File: src/rtl/assert_macros.svh
// Assertion helpers shared by the RTL.
`ifndef ASSERT_MACROS_SVH
`define ASSERT_MACROS_SVH

// Check a property on every rising clock edge outside reset.
`define QPMT_ASSERT_CLK(lbl, clk, rst, prop, msg) \
   lbl: assert property (@(posedge clk) disable iff (rst) prop) \
      else $error(msg);

// Check that a condition never holds outside reset.
`define QPMT_ASSERT_NEVER(lbl, clk, rst, cond, msg) \
   `QPMT_ASSERT_CLK(lbl, clk, rst, !(cond), msg)

`endif

File: src/rtl/qpmt_pkg.sv
`timescale 1ns / 1ps
package qpmt_pkg;

   localparam int PLANES_DEFAULT = 8;
   localparam int QUADRANTS      = 4;
   localparam int MASK_W         = 8;
   localparam int THRESH_W       = 4;
   localparam int PAIR_W         = 3;
   localparam int COUNT_W        = 3;
   localparam int PANEL_W        = 3;
   localparam int PLANE_W        = 4;
   localparam int CSR_INDEX_W    = 3;
   localparam int CSR_DATA_W     = 8;

   // item commands
   localparam logic CMD_HIT  = 1'b0;
   localparam logic CMD_EVAL = 1'b1;

   // register indexes
   localparam logic [CSR_INDEX_W-1:0] REG_DEEP_MASK      = 3'd0;
   localparam logic [CSR_INDEX_W-1:0] REG_SHALLOW_MASK   = 3'd1;
   localparam logic [CSR_INDEX_W-1:0] REG_DEEP_THRESH    = 3'd2;
   localparam logic [CSR_INDEX_W-1:0] REG_SHALLOW_THRESH = 3'd3;
   localparam logic [CSR_INDEX_W-1:0] REG_DEEP_PAIR      = 3'd4;

   // register reset values
   localparam logic [MASK_W-1:0]   DEEP_MASK_RST      = 8'd255;
   localparam logic [MASK_W-1:0]   SHALLOW_MASK_RST   = 8'd63;
   localparam logic [THRESH_W-1:0] DEEP_THRESH_RST    = 4'd7;
   localparam logic [THRESH_W-1:0] SHALLOW_THRESH_RST = 4'd5;
   localparam logic [PAIR_W-1:0]   DEEP_PAIR_RST      = 3'd2;

   typedef struct packed {
      logic               command;
      logic [PANEL_W-1:0] panel;
      logic [PLANE_W-1:0] plane;
   } item_type;

   // Quadrants fed by a panel; small panels 1 and 4 feed two.
   function automatic logic [QUADRANTS-1:0] panel_quadrants(input logic [PANEL_W-1:0] panel);
      logic [QUADRANTS-1:0] q;
      q[0] = panel inside {3'd0, 3'd1};
      q[1] = panel inside {3'd1, 3'd2};
      q[2] = panel inside {3'd3, 3'd4};
      q[3] = panel inside {3'd4, 3'd5};
      return q;
   endfunction

   function automatic logic [THRESH_W-1:0] count_ones(input logic [MASK_W-1:0] v);
      logic [THRESH_W-1:0] n;
      n = '0;
      for (int i = 0; i < MASK_W; i++) begin
         n = n + THRESH_W'(v[i]);
      end
      return n;
   endfunction

endpackage

File: src/rtl/qpmt_if.sv
`timescale 1ns / 1ps
interface qpmt_req_if
   import qpmt_pkg::*;
   ();
   logic               valid;
   logic               ready;
   logic               command;
   logic [PANEL_W-1:0] panel;
   logic [PLANE_W-1:0] plane;

   modport source (output valid, command, panel, plane, input ready);
   modport sink   (input valid, command, panel, plane, output ready);
endinterface

interface qpmt_rsp_if
   import qpmt_pkg::*;
   ();
   logic               valid;
   logic               ready;
   logic               deep_deep;
   logic               deep_shallow;
   logic [COUNT_W-1:0] deep_count;
   logic [COUNT_W-1:0] shallow_count;

   modport source (output valid, deep_deep, deep_shallow, deep_count, shallow_count,
                   input ready);
   modport sink   (input valid, deep_deep, deep_shallow, deep_count, shallow_count,
                   output ready);
endinterface

interface qpmt_csr_if
   import qpmt_pkg::*;
   ();
   logic                   valid;
   logic                   ready;
   logic [CSR_INDEX_W-1:0] index;
   logic [CSR_DATA_W-1:0]  data;

   modport source (output valid, index, data, input ready);
   modport sink   (input valid, index, data, output ready);
endinterface

File: src/rtl/quadrant_plane_majority_trigger_unit.sv
// Quadrant plane-majority trigger. Hit items (panel, plane) set the plane bit in
// each quadrant the panel feeds; planes at or above PLANES and panels 6 and 7
// are dropped. An end-of-event item counts, per quadrant, the set planes under
// the deep and shallow masks, compares them with the thresholds, returns one
// result item (deep_deep, deep_shallow and both quadrant counts) and clears the
// plane store. The block takes an item on every clock while the input register
// can advance; each item is held in the input register, where the store update
// or the evaluation runs. A result item is loaded into the output register at
// the edge where its end-of-event item leaves the input register, so it passes
// through the input register and then the output register. Hits keep flowing
// while a result waits; an end-of-event item holds in the input register, and
// holds back the items behind it, while the previous result is not yet taken.
// The user must write registers through the csr channel only while the block
// holds no unfinished item; the block does not enforce this. Writes never stall.
`timescale 1ns / 1ps
`include "assert_macros.svh"

module quadrant_plane_majority_trigger_unit
   import qpmt_pkg::*;
#(
   parameter int PLANES = PLANES_DEFAULT
) (
   input  logic       clock,
   input  logic       reset,
   qpmt_req_if.sink   req_ch,
   qpmt_rsp_if.source rsp_ch,
   qpmt_csr_if.sink   csr_ch
);

   // Store wide enough to reach every mask bit, zero above PLANES.
   localparam int EXT_W = (PLANES > MASK_W) ? PLANES : MASK_W;
   localparam logic [PLANE_W:0] PLANE_LIMIT = (PLANE_W + 1)'(PLANES);

   // configuration registers
   logic [MASK_W-1:0]   deep_mask_ff,      deep_mask_in;
   logic [MASK_W-1:0]   shallow_mask_ff,   shallow_mask_in;
   logic [THRESH_W-1:0] deep_thresh_ff,    deep_thresh_in;
   logic [THRESH_W-1:0] shallow_thresh_ff, shallow_thresh_in;
   logic [PAIR_W-1:0]   deep_pair_ff,      deep_pair_in;

   // input register
   logic     stage_valid_ff, stage_valid_in;
   item_type stage_item_ff,  stage_item_in;

   // plane store, one row per quadrant
   logic [PLANES-1:0] store_ff [QUADRANTS];
   logic [PLANES-1:0] store_in [QUADRANTS];

   // output register
   logic               rsp_valid_ff,     rsp_valid_in;
   logic               deep_deep_ff,     deep_deep_in;
   logic               deep_shallow_ff,  deep_shallow_in;
   logic [COUNT_W-1:0] deep_count_ff,    deep_count_in;
   logic [COUNT_W-1:0] shallow_count_ff, shallow_count_in;

   logic                 stage_eval;
   logic                 stage_advance;
   logic                 eval_fire;
   logic                 req_fire;
   logic                 csr_fire;
   logic [QUADRANTS-1:0] hit_quads;
   logic                 plane_ok;
   logic [COUNT_W-1:0]   ndeep;
   logic [COUNT_W-1:0]   nshallow;

   // ---------------------------------------------------------------- handshakes
   assign stage_eval    = stage_item_ff.command == CMD_EVAL;
   // A hit always leaves; an end-of-event item needs room in the output register.
   assign stage_advance = stage_valid_ff && (!stage_eval || !rsp_valid_ff || rsp_ch.ready);
   assign eval_fire     = stage_advance && stage_eval;
   assign req_ch.ready  = !stage_valid_ff || stage_advance;
   assign req_fire      = req_ch.valid && req_ch.ready;
   assign csr_ch.ready  = 1'b1;
   assign csr_fire      = csr_ch.valid && csr_ch.ready;

   // ---------------------------------------------------------------- register writes
   always_comb begin
      deep_mask_in      = deep_mask_ff;
      shallow_mask_in   = shallow_mask_ff;
      deep_thresh_in    = deep_thresh_ff;
      shallow_thresh_in = shallow_thresh_ff;
      deep_pair_in      = deep_pair_ff;
      if (csr_fire) begin
         case (csr_ch.index)
            REG_DEEP_MASK:      deep_mask_in      = csr_ch.data;
            REG_SHALLOW_MASK:   shallow_mask_in   = csr_ch.data;
            REG_DEEP_THRESH:    deep_thresh_in    = csr_ch.data[THRESH_W-1:0];
            REG_SHALLOW_THRESH: shallow_thresh_in = csr_ch.data[THRESH_W-1:0];
            REG_DEEP_PAIR:      deep_pair_in      = csr_ch.data[PAIR_W-1:0];
            default: ; // drop writes outside the register list
         endcase
      end
   end

   // ---------------------------------------------------------------- input register
   always_comb begin
      stage_valid_in = stage_valid_ff;
      stage_item_in  = stage_item_ff;
      if (stage_advance) begin
         stage_valid_in = 1'b0;
      end
      if (req_fire) begin
         stage_valid_in        = 1'b1;
         stage_item_in.command = req_ch.command;
         stage_item_in.panel   = req_ch.panel;
         stage_item_in.plane   = req_ch.plane;
      end
   end

   // ---------------------------------------------------------------- hit update
   assign hit_quads = panel_quadrants(stage_item_ff.panel);
   assign plane_ok  = {1'b0, stage_item_ff.plane} < PLANE_LIMIT;

   always_comb begin
      for (int q = 0; q < QUADRANTS; q++) begin
         store_in[q] = store_ff[q];
         if (stage_advance) begin
            if (stage_eval) begin
               store_in[q] = '0; // clear for the next event
            end else if (plane_ok && hit_quads[q]) begin
               for (int j = 0; j < PLANES; j++) begin
                  if (stage_item_ff.plane == PLANE_W'(j)) begin
                     store_in[q][j] = 1'b1;
                  end
               end
            end
         end
      end
   end

   // ---------------------------------------------------------------- evaluation
   // Per quadrant: masked popcount of planes 0..7 against each threshold.
   always_comb begin
      logic [EXT_W-1:0] ext;
      ndeep    = '0;
      nshallow = '0;
      for (int q = 0; q < QUADRANTS; q++) begin
         ext = EXT_W'(store_ff[q]);
         if (count_ones(ext[MASK_W-1:0] & deep_mask_ff) >= deep_thresh_ff) begin
            ndeep = ndeep + COUNT_W'(1);
         end
         if (count_ones(ext[MASK_W-1:0] & shallow_mask_ff) >= shallow_thresh_ff) begin
            nshallow = nshallow + COUNT_W'(1);
         end
      end
   end

   // ---------------------------------------------------------------- output register
   always_comb begin
      rsp_valid_in     = rsp_valid_ff && !rsp_ch.ready;
      deep_deep_in     = deep_deep_ff;
      deep_shallow_in  = deep_shallow_ff;
      deep_count_in    = deep_count_ff;
      shallow_count_in = shallow_count_ff;
      if (eval_fire) begin
         rsp_valid_in     = 1'b1;
         deep_deep_in     = ndeep >= deep_pair_ff;
         deep_shallow_in  = (ndeep != '0) && (nshallow != '0);
         deep_count_in    = ndeep;
         shallow_count_in = nshallow;
      end
   end

   assign rsp_ch.valid         = rsp_valid_ff;
   assign rsp_ch.deep_deep     = deep_deep_ff;
   assign rsp_ch.deep_shallow  = deep_shallow_ff;
   assign rsp_ch.deep_count    = deep_count_ff;
   assign rsp_ch.shallow_count = shallow_count_ff;

   // ---------------------------------------------------------------- registers
   always_ff @(posedge clock) begin
      if (reset) begin
         deep_mask_ff      <= DEEP_MASK_RST;
         shallow_mask_ff   <= SHALLOW_MASK_RST;
         deep_thresh_ff    <= DEEP_THRESH_RST;
         shallow_thresh_ff <= SHALLOW_THRESH_RST;
         deep_pair_ff      <= DEEP_PAIR_RST;
         stage_valid_ff    <= 1'b0;
         rsp_valid_ff      <= 1'b0;
         for (int q = 0; q < QUADRANTS; q++) begin
            store_ff[q] <= '0;
         end
      end else begin
         deep_mask_ff      <= deep_mask_in;
         shallow_mask_ff   <= shallow_mask_in;
         deep_thresh_ff    <= deep_thresh_in;
         shallow_thresh_ff <= shallow_thresh_in;
         deep_pair_ff      <= deep_pair_in;
         stage_valid_ff    <= stage_valid_in;
         rsp_valid_ff      <= rsp_valid_in;
         for (int q = 0; q < QUADRANTS; q++) begin
            store_ff[q] <= store_in[q];
         end
      end
   end

   // payload, no reset
   always_ff @(posedge clock) begin
      stage_item_ff    <= stage_item_in;
      deep_deep_ff     <= deep_deep_in;
      deep_shallow_ff  <= deep_shallow_in;
      deep_count_ff    <= deep_count_in;
      shallow_count_ff <= shallow_count_in;
   end

   // ---------------------------------------------------------------- assertions
   `QPMT_ASSERT_CLK(a_eval_gives_rsp, clock, reset, eval_fire |=> rsp_valid_ff,
                    "end of event lost its result")
   `QPMT_ASSERT_CLK(a_eval_clears, clock, reset,
                    eval_fire |=> (store_ff[0] == '0 && store_ff[1] == '0 &&
                                   store_ff[2] == '0 && store_ff[3] == '0),
                    "store not cleared after evaluation")
   `QPMT_ASSERT_CLK(a_stall_holds, clock, reset,
                    (stage_valid_ff && !stage_advance) |=>
                       (stage_valid_ff && $stable(stage_item_ff)),
                    "stalled item changed")
   `QPMT_ASSERT_NEVER(a_ds_counts, clock, reset,
                      rsp_valid_ff && deep_shallow_ff &&
                         (deep_count_ff == '0 || shallow_count_ff == '0),
                      "deep_shallow without both counts")

endmodule
File: src/flat_wrapper.sv
// flat-port wrapper written by rule: the top's interface ports become plain ports
module quadrant_plane_majority_trigger_unit_flat import qpmt_pkg::*;
#(
   parameter int PLANES = PLANES_DEFAULT
)
  (clock, reset, req_ch_valid, req_ch_command, req_ch_panel, req_ch_plane, req_ch_ready, rsp_ch_valid, rsp_ch_deep_deep, rsp_ch_deep_shallow, rsp_ch_deep_count, rsp_ch_shallow_count, rsp_ch_ready, csr_ch_valid, csr_ch_index, csr_ch_data, csr_ch_ready);
  qpmt_req_if req_ch_i ();
  qpmt_rsp_if rsp_ch_i ();
  qpmt_csr_if csr_ch_i ();
  input  logic clock;
  input  logic reset;
  input wire logic [$bits(req_ch_i.valid)-1:0] req_ch_valid;
  input wire logic [$bits(req_ch_i.command)-1:0] req_ch_command;
  input wire logic [$bits(req_ch_i.panel)-1:0] req_ch_panel;
  input wire logic [$bits(req_ch_i.plane)-1:0] req_ch_plane;
  output wire logic [$bits(req_ch_i.ready)-1:0] req_ch_ready;
  output wire logic [$bits(rsp_ch_i.valid)-1:0] rsp_ch_valid;
  output wire logic [$bits(rsp_ch_i.deep_deep)-1:0] rsp_ch_deep_deep;
  output wire logic [$bits(rsp_ch_i.deep_shallow)-1:0] rsp_ch_deep_shallow;
  output wire logic [$bits(rsp_ch_i.deep_count)-1:0] rsp_ch_deep_count;
  output wire logic [$bits(rsp_ch_i.shallow_count)-1:0] rsp_ch_shallow_count;
  input wire logic [$bits(rsp_ch_i.ready)-1:0] rsp_ch_ready;
  input wire logic [$bits(csr_ch_i.valid)-1:0] csr_ch_valid;
  input wire logic [$bits(csr_ch_i.index)-1:0] csr_ch_index;
  input wire logic [$bits(csr_ch_i.data)-1:0] csr_ch_data;
  output wire logic [$bits(csr_ch_i.ready)-1:0] csr_ch_ready;
  assign req_ch_i.valid = req_ch_valid;
  assign req_ch_i.command = req_ch_command;
  assign req_ch_i.panel = req_ch_panel;
  assign req_ch_i.plane = req_ch_plane;
  assign req_ch_ready = req_ch_i.ready;
  assign rsp_ch_valid = rsp_ch_i.valid;
  assign rsp_ch_deep_deep = rsp_ch_i.deep_deep;
  assign rsp_ch_deep_shallow = rsp_ch_i.deep_shallow;
  assign rsp_ch_deep_count = rsp_ch_i.deep_count;
  assign rsp_ch_shallow_count = rsp_ch_i.shallow_count;
  assign rsp_ch_i.ready = rsp_ch_ready;
  assign csr_ch_i.valid = csr_ch_valid;
  assign csr_ch_i.index = csr_ch_index;
  assign csr_ch_i.data = csr_ch_data;
  assign csr_ch_ready = csr_ch_i.ready;
  quadrant_plane_majority_trigger_unit #(.PLANES(PLANES)) u_core (.clock(clock), .reset(reset), .req_ch(req_ch_i), .rsp_ch(rsp_ch_i), .csr_ch(csr_ch_i));
endmodule
File: config.mk
export PLATFORM = sky130hd
export DESIGN_NAME = quadrant_plane_majority_trigger_unit_flat
export DESIGN_NICKNAME = d
export VERILOG_FILES = /design/src/rtl/qpmt_pkg.sv /design/src/rtl/qpmt_if.sv /design/src/rtl/quadrant_plane_majority_trigger_unit.sv /design/src/flat_wrapper.sv
export VERILOG_INCLUDE_DIRS = /design/src /design/src/rtl
export SDC_FILE = /design/constraint.sdc
export NUM_CORES = 1
export LEC_CHECK = 0
export ABC_AREA = 1
export BUFFER_PORTS_ARGS = -buffer_cell sky130_fd_sc_hd__buf_2
export CORE_UTILIZATION = 29
export CTS_CLUSTER_DIAMETER = 30
export DETAILED_ROUTE_END_ITERATION = 8
export GPL_ROUTABILITY_DRIVEN = 1
export RECOVER_POWER = 50
export SKIP_LAST_GASP = 1
export SLEW_MARGIN = 20
export SYNTH_ARGS = -nofsm -noshare
export SYNTH_HDL_FRONTEND = slang
export SYNTH_SLANG_ARGS = --single-unit
File: constraint.sdc
create_clock -name clock -period 9.7 [get_ports clock]
set_input_delay 0.485 -clock clock [delete_from_list [all_inputs] [get_ports clock]]
set_output_delay 0.485 -clock clock [all_outputs]
set_load 0.005 [all_outputs]
==> summary.md <==
| Metric | Value |
|---|---|
| Share of cells above drive strength 1 | 0.0679 |
| Min-delay worst type | in2reg |
| Most frequent cells in the layout | sky130_fd_sc_hd__nand2_1, sky130_fd_sc_hd__inv_1, sky130_fd_sc_hd__ha_1, sky130_fd_sc_hd__dfxtp_1, sky130_fd_sc_hd__a21oi_1 |
| Run status | finished, final reports clean |
| H-Tree Level Count | 3 |
| Skew final | 0.00436 ns |
| Number of register bits inferred by synthesis | 77 |
| Die footprint | 19800 um2 |
| Number of placement rows | 50 |
| Starting utilization of the core area | 0.297 |
| Hold path start | req_ch_panel[2] |
| I/O pin count | 35 |
| Total routing usage reported by global routing | 0.133 |
| Setup bufs post-CTS | 0 |
| Total length of routed wires | 12700 um |
| Post-synthesis cell count | 737 |
| Leading cell type in the layout, fill and taps excluded | sky130_fd_sc_hd__nand2_1 |
| Leakage Power | 3.36 nW |
| Worst hold slack after final layout | 0.318 ns |
| Post-layout instance area | 6350 um2 |
| Aggregate negative setup slack | 0 ns |
| Latest clock arrival within the worst-skew pair | 0.34 ns |
| Number of pins exceeding their max-slew limit in the final report | 0 |
| TritonCTS Buffers | 9 |
| Count of antenna-violating nets left after detailed routing | 0 |
| Per-instance average area after synthesis | 7.59 um2 |
| Horizontal die dimension | 141 um |
| Total gr overflow | 0 |
| Startpoint of the most critical register-to-register path | u_core.deep_mask_ff[0] |
| First-pass GRT wire length | 20300 um |
| Unique masters post-synth | 30 |
| Total power per unit cell area | 119 nW/um2 |
| Number of vias in the routed layout | 4468 |
| Total chip power | 0.755 mW |
| Clock slew at reported path FFs | 0.06 ns |
| Max Cap Violations | 0 |
| Yosys Warn Count | 0 |
| Capturing point of the worst reg2reg path | u_core.rsp_ch.deep_deep |
| Count of nets after finishing | 897 |
| Number of detailed-route iterations in the first pass | 5 |
| Syn_nets | 858 |
| Maximum ir drop on the vdd rail | 0.0705 mV |
| Quantity of I/O buffers inserted on ports | 33 |
| Post-CTS Hold Fix Bufs | 0 |
| DRC marker count from the first detailed-route iteration | 212 |
| CP startpoint kind | flop |
| Wirelength per Cell | 12.2 um |
| Setup CP Type | reg2reg |
| Worst-case setup margin in the final layout | 4.28 ns |
| Maximum count of clock buffers along a single path | 2 |
| Cell depth of the worst flop-to-flop path | 27 |
| Maximum fanout count along the critical path | 5 |
| Endpoints failing hold | 0 |
| Actual transition at the worst max-transition pin | 1.27 ns |
| Place WS | 4.30 ns |
| Rel. slew slack | 0.152 |
| Final clock period utilization by the worst path | 0.558 |
| Pin count of the biggest net entering global routing | 33 |
| Time the final worst path needs with I/O delays and setup | 5.42 ns |
| Setup slack, reg-to-reg | 4.28 ns |
| Data arrival, critical path | 5.50 ns |
| Initial antenna violation count | 0 |
| Half-perimeter wire length after placement | 10400 um |
| Achievable frequency | 185 MHz |
| Syn-to-layout area delta | 13.6% |
| Antenna Cells | 0 |
| Sequential-to-total area share from yosys stat | 0.304 |
| Sort of element at the end of the critical path | flop |
| Critical path data required time | 9.79 ns |
| Cts repair resizes | 0 |
| Vias per cell | 4.29 |
| Routability cong. | 0.950 |
| Sink count of the clock tree | 77 |
| Unrepaired setup endpoints after global routing | false |
| Post-placement cell area | 6040 um2 |
| Placeable core area | 18800 um2 |
| Vias in the first global route | 4098 |
| Setup Viol. Count Final | 0 |
| Netlist area before placement | 5590 um2 |
| Residual DRC count | 0 |
| Vertical die dimension | 141 um |
| Worst Hold End | u_core.stage_item_ff[6] |
| CTS tree | built |
| Clock Tree Root | sky130_fd_sc_hd__clkbuf_16 |
| Worst hold path depth | 1 |
## layout make-up
type,count,area [um2]
fill,2015,12500
sequential,77,1700
inverter,192,721
tap,260,325
timing repair buffer,34,165
clock inverter,3,40.0
multi-input combinational,462,3120
clock buffer,13,282
## synth_stat cells
master,number,share of area
sky130_fd_sc_hd__ha_1,65,0.15
sky130_fd_sc_hd__inv_2,1,0.00067
sky130_fd_sc_hd__fa_1,32,0.11
sky130_fd_sc_hd__nand2_2,1,0.0011
sky130_fd_sc_hd__o21ai_0,17,0.015
sky130_fd_sc_hd__clkbuf_1,2,0.0013
sky130_fd_sc_hd__o211ai_1,4,0.0054
sky130_fd_sc_hd__nor2_1,16,0.011
sky130_fd_sc_hd__nand3_1,43,0.038
sky130_fd_sc_hd__a21oi_1,48,0.043
sky130_fd_sc_hd__clkinv_1,1,0.00067
sky130_fd_sc_hd__buf_6,3,0.0060
sky130_fd_sc_hd__a21oi_4,1,0.0029
sky130_fd_sc_hd__o21bai_1,2,0.0027
sky130_fd_sc_hd__nor3_1,8,0.0072
sky130_fd_sc_hd__xnor2_1,10,0.016
sky130_fd_sc_hd__nand2_1,199,0.13
sky130_fd_sc_hd__o31ai_4,1,0.0038
sky130_fd_sc_hd__nand4_1,3,0.0034
sky130_fd_sc_hd__nor3_4,1,0.0029
sky130_fd_sc_hd__dfxtp_1,61,0.22
sky130_fd_sc_hd__conb_1,1,0.00067
sky130_fd_sc_hd__a31oi_1,2,0.0022
sky130_fd_sc_hd__nor2_2,4,0.0045
sky130_fd_sc_hd__buf_4,1,0.0013
sky130_fd_sc_hd__o31ai_1,1,0.0013
sky130_fd_sc_hd__edfxtp_1,16,0.086
sky130_fd_sc_hd__inv_1,190,0.13
sky130_fd_sc_hd__o21ai_1,1,0.00089
sky130_fd_sc_hd__or2_1,2,0.0022
## kinds of logic after synthesis
family	after synthesis	share of synthesized area
AND/OR/NAND/NOR	277	0.204
buffers and inverters	198	0.138
adder cells (fa/ha/maj)	97	0.260
AO/OA/AOI/OAI	77	0.0774
flip-flops	77	0.304
XOR/XNOR	10	0.0157
other	1	0.000671
## state kept, by name, indices dropped and copies added (netlist names), 3 cells and up
register and cells:
u_core.deep_mask_ff 8, u_core.shallow_mask_ff 8, u_core.stage_item_ff 7, u_core.deep_thresh_ff 4
u_core.deep_pair_ff 3, u_core.rsp_ch.shallow_count 3, u_core.rsp_ch.deep_count 3, u_core.store_ff 32
u_core.shallow_thresh_ff 4
## metal layers
layer  share of wire  global-route usage  routed length [um]  up-vias
li1                -                   -                   -     2326
met1            0.48               0.184                6080     2024
met2            0.43               0.207                5460       99
met3           0.070              0.0299                 891       19
met4           0.018              0.0412                 228        0
met5               0                   0                   0        -
## critical path, stage by stage (launching register included)
cell	delay, ns
sky130_fd_sc_hd__dfxtp_1	0.34
sky130_fd_sc_hd__nand2_1	0.07
sky130_fd_sc_hd__inv_1	0.04
sky130_fd_sc_hd__ha_1	0.27
sky130_fd_sc_hd__inv_1	0.05
sky130_fd_sc_hd__fa_1	0.50
sky130_fd_sc_hd__fa_1	0.52
sky130_fd_sc_hd__fa_1	0.49
sky130_fd_sc_hd__fa_1	0.39
sky130_fd_sc_hd__xnor2_1	0.14
sky130_fd_sc_hd__ha_1	0.28
sky130_fd_sc_hd__nand2_1	0.05
sky130_fd_sc_hd__inv_1	0.06
sky130_fd_sc_hd__nand3_1	0.06
sky130_fd_sc_hd__nand3_1	0.12
sky130_fd_sc_hd__inv_1	0.06
sky130_fd_sc_hd__ha_1	0.32
sky130_fd_sc_hd__inv_1	0.06
sky130_fd_sc_hd__nand4_1	0.10
sky130_fd_sc_hd__nand2_1	0.10
sky130_fd_sc_hd__inv_1	0.05
sky130_fd_sc_hd__ha_1	0.25
sky130_fd_sc_hd__or2_1	0.22
sky130_fd_sc_hd__nand2_1	0.08
sky130_fd_sc_hd__inv_1	0.06
sky130_fd_sc_hd__ha_1	0.31
sky130_fd_sc_hd__nand3_1	0.08
sky130_fd_sc_hd__o211ai_1	0.09
## stage by stage
step,utilization,std cells
after floorplan,-,737
after global placement,0.321,1025
after detailed placement,0.321,1025
after CTS,0.338,1041
after global routing,0.337,1041
final,0.337,1041
## power breakdown
group | switching (mW) | internal, mW
logic | 0.0349 | 0.0176
registers | 0.00824 | 0.335
clock network | 0.131 | 0.228
## how the worst max path moves through the flow
stage	from	to	slack, ns	cells after the start
floorplan	u_core.deep_mask_ff[0]	u_core.rsp_ch.deep_deep	4.54	27
global placement	u_core.deep_mask_ff[0]	u_core.rsp_ch.deep_deep	4.36	27
detailed placement	u_core.deep_mask_ff[1]	u_core.rsp_ch.deep_deep	4.30	27
CTS	u_core.deep_mask_ff[0]	u_core.rsp_ch.deep_deep	4.27	27
global route	u_core.deep_mask_ff[0]	u_core.rsp_ch.deep_deep	3.87	27
finish	u_core.deep_mask_ff[0]	u_core.rsp_ch.deep_deep	4.28	27
Note: power is estimated with default switching activity, not from simulation.
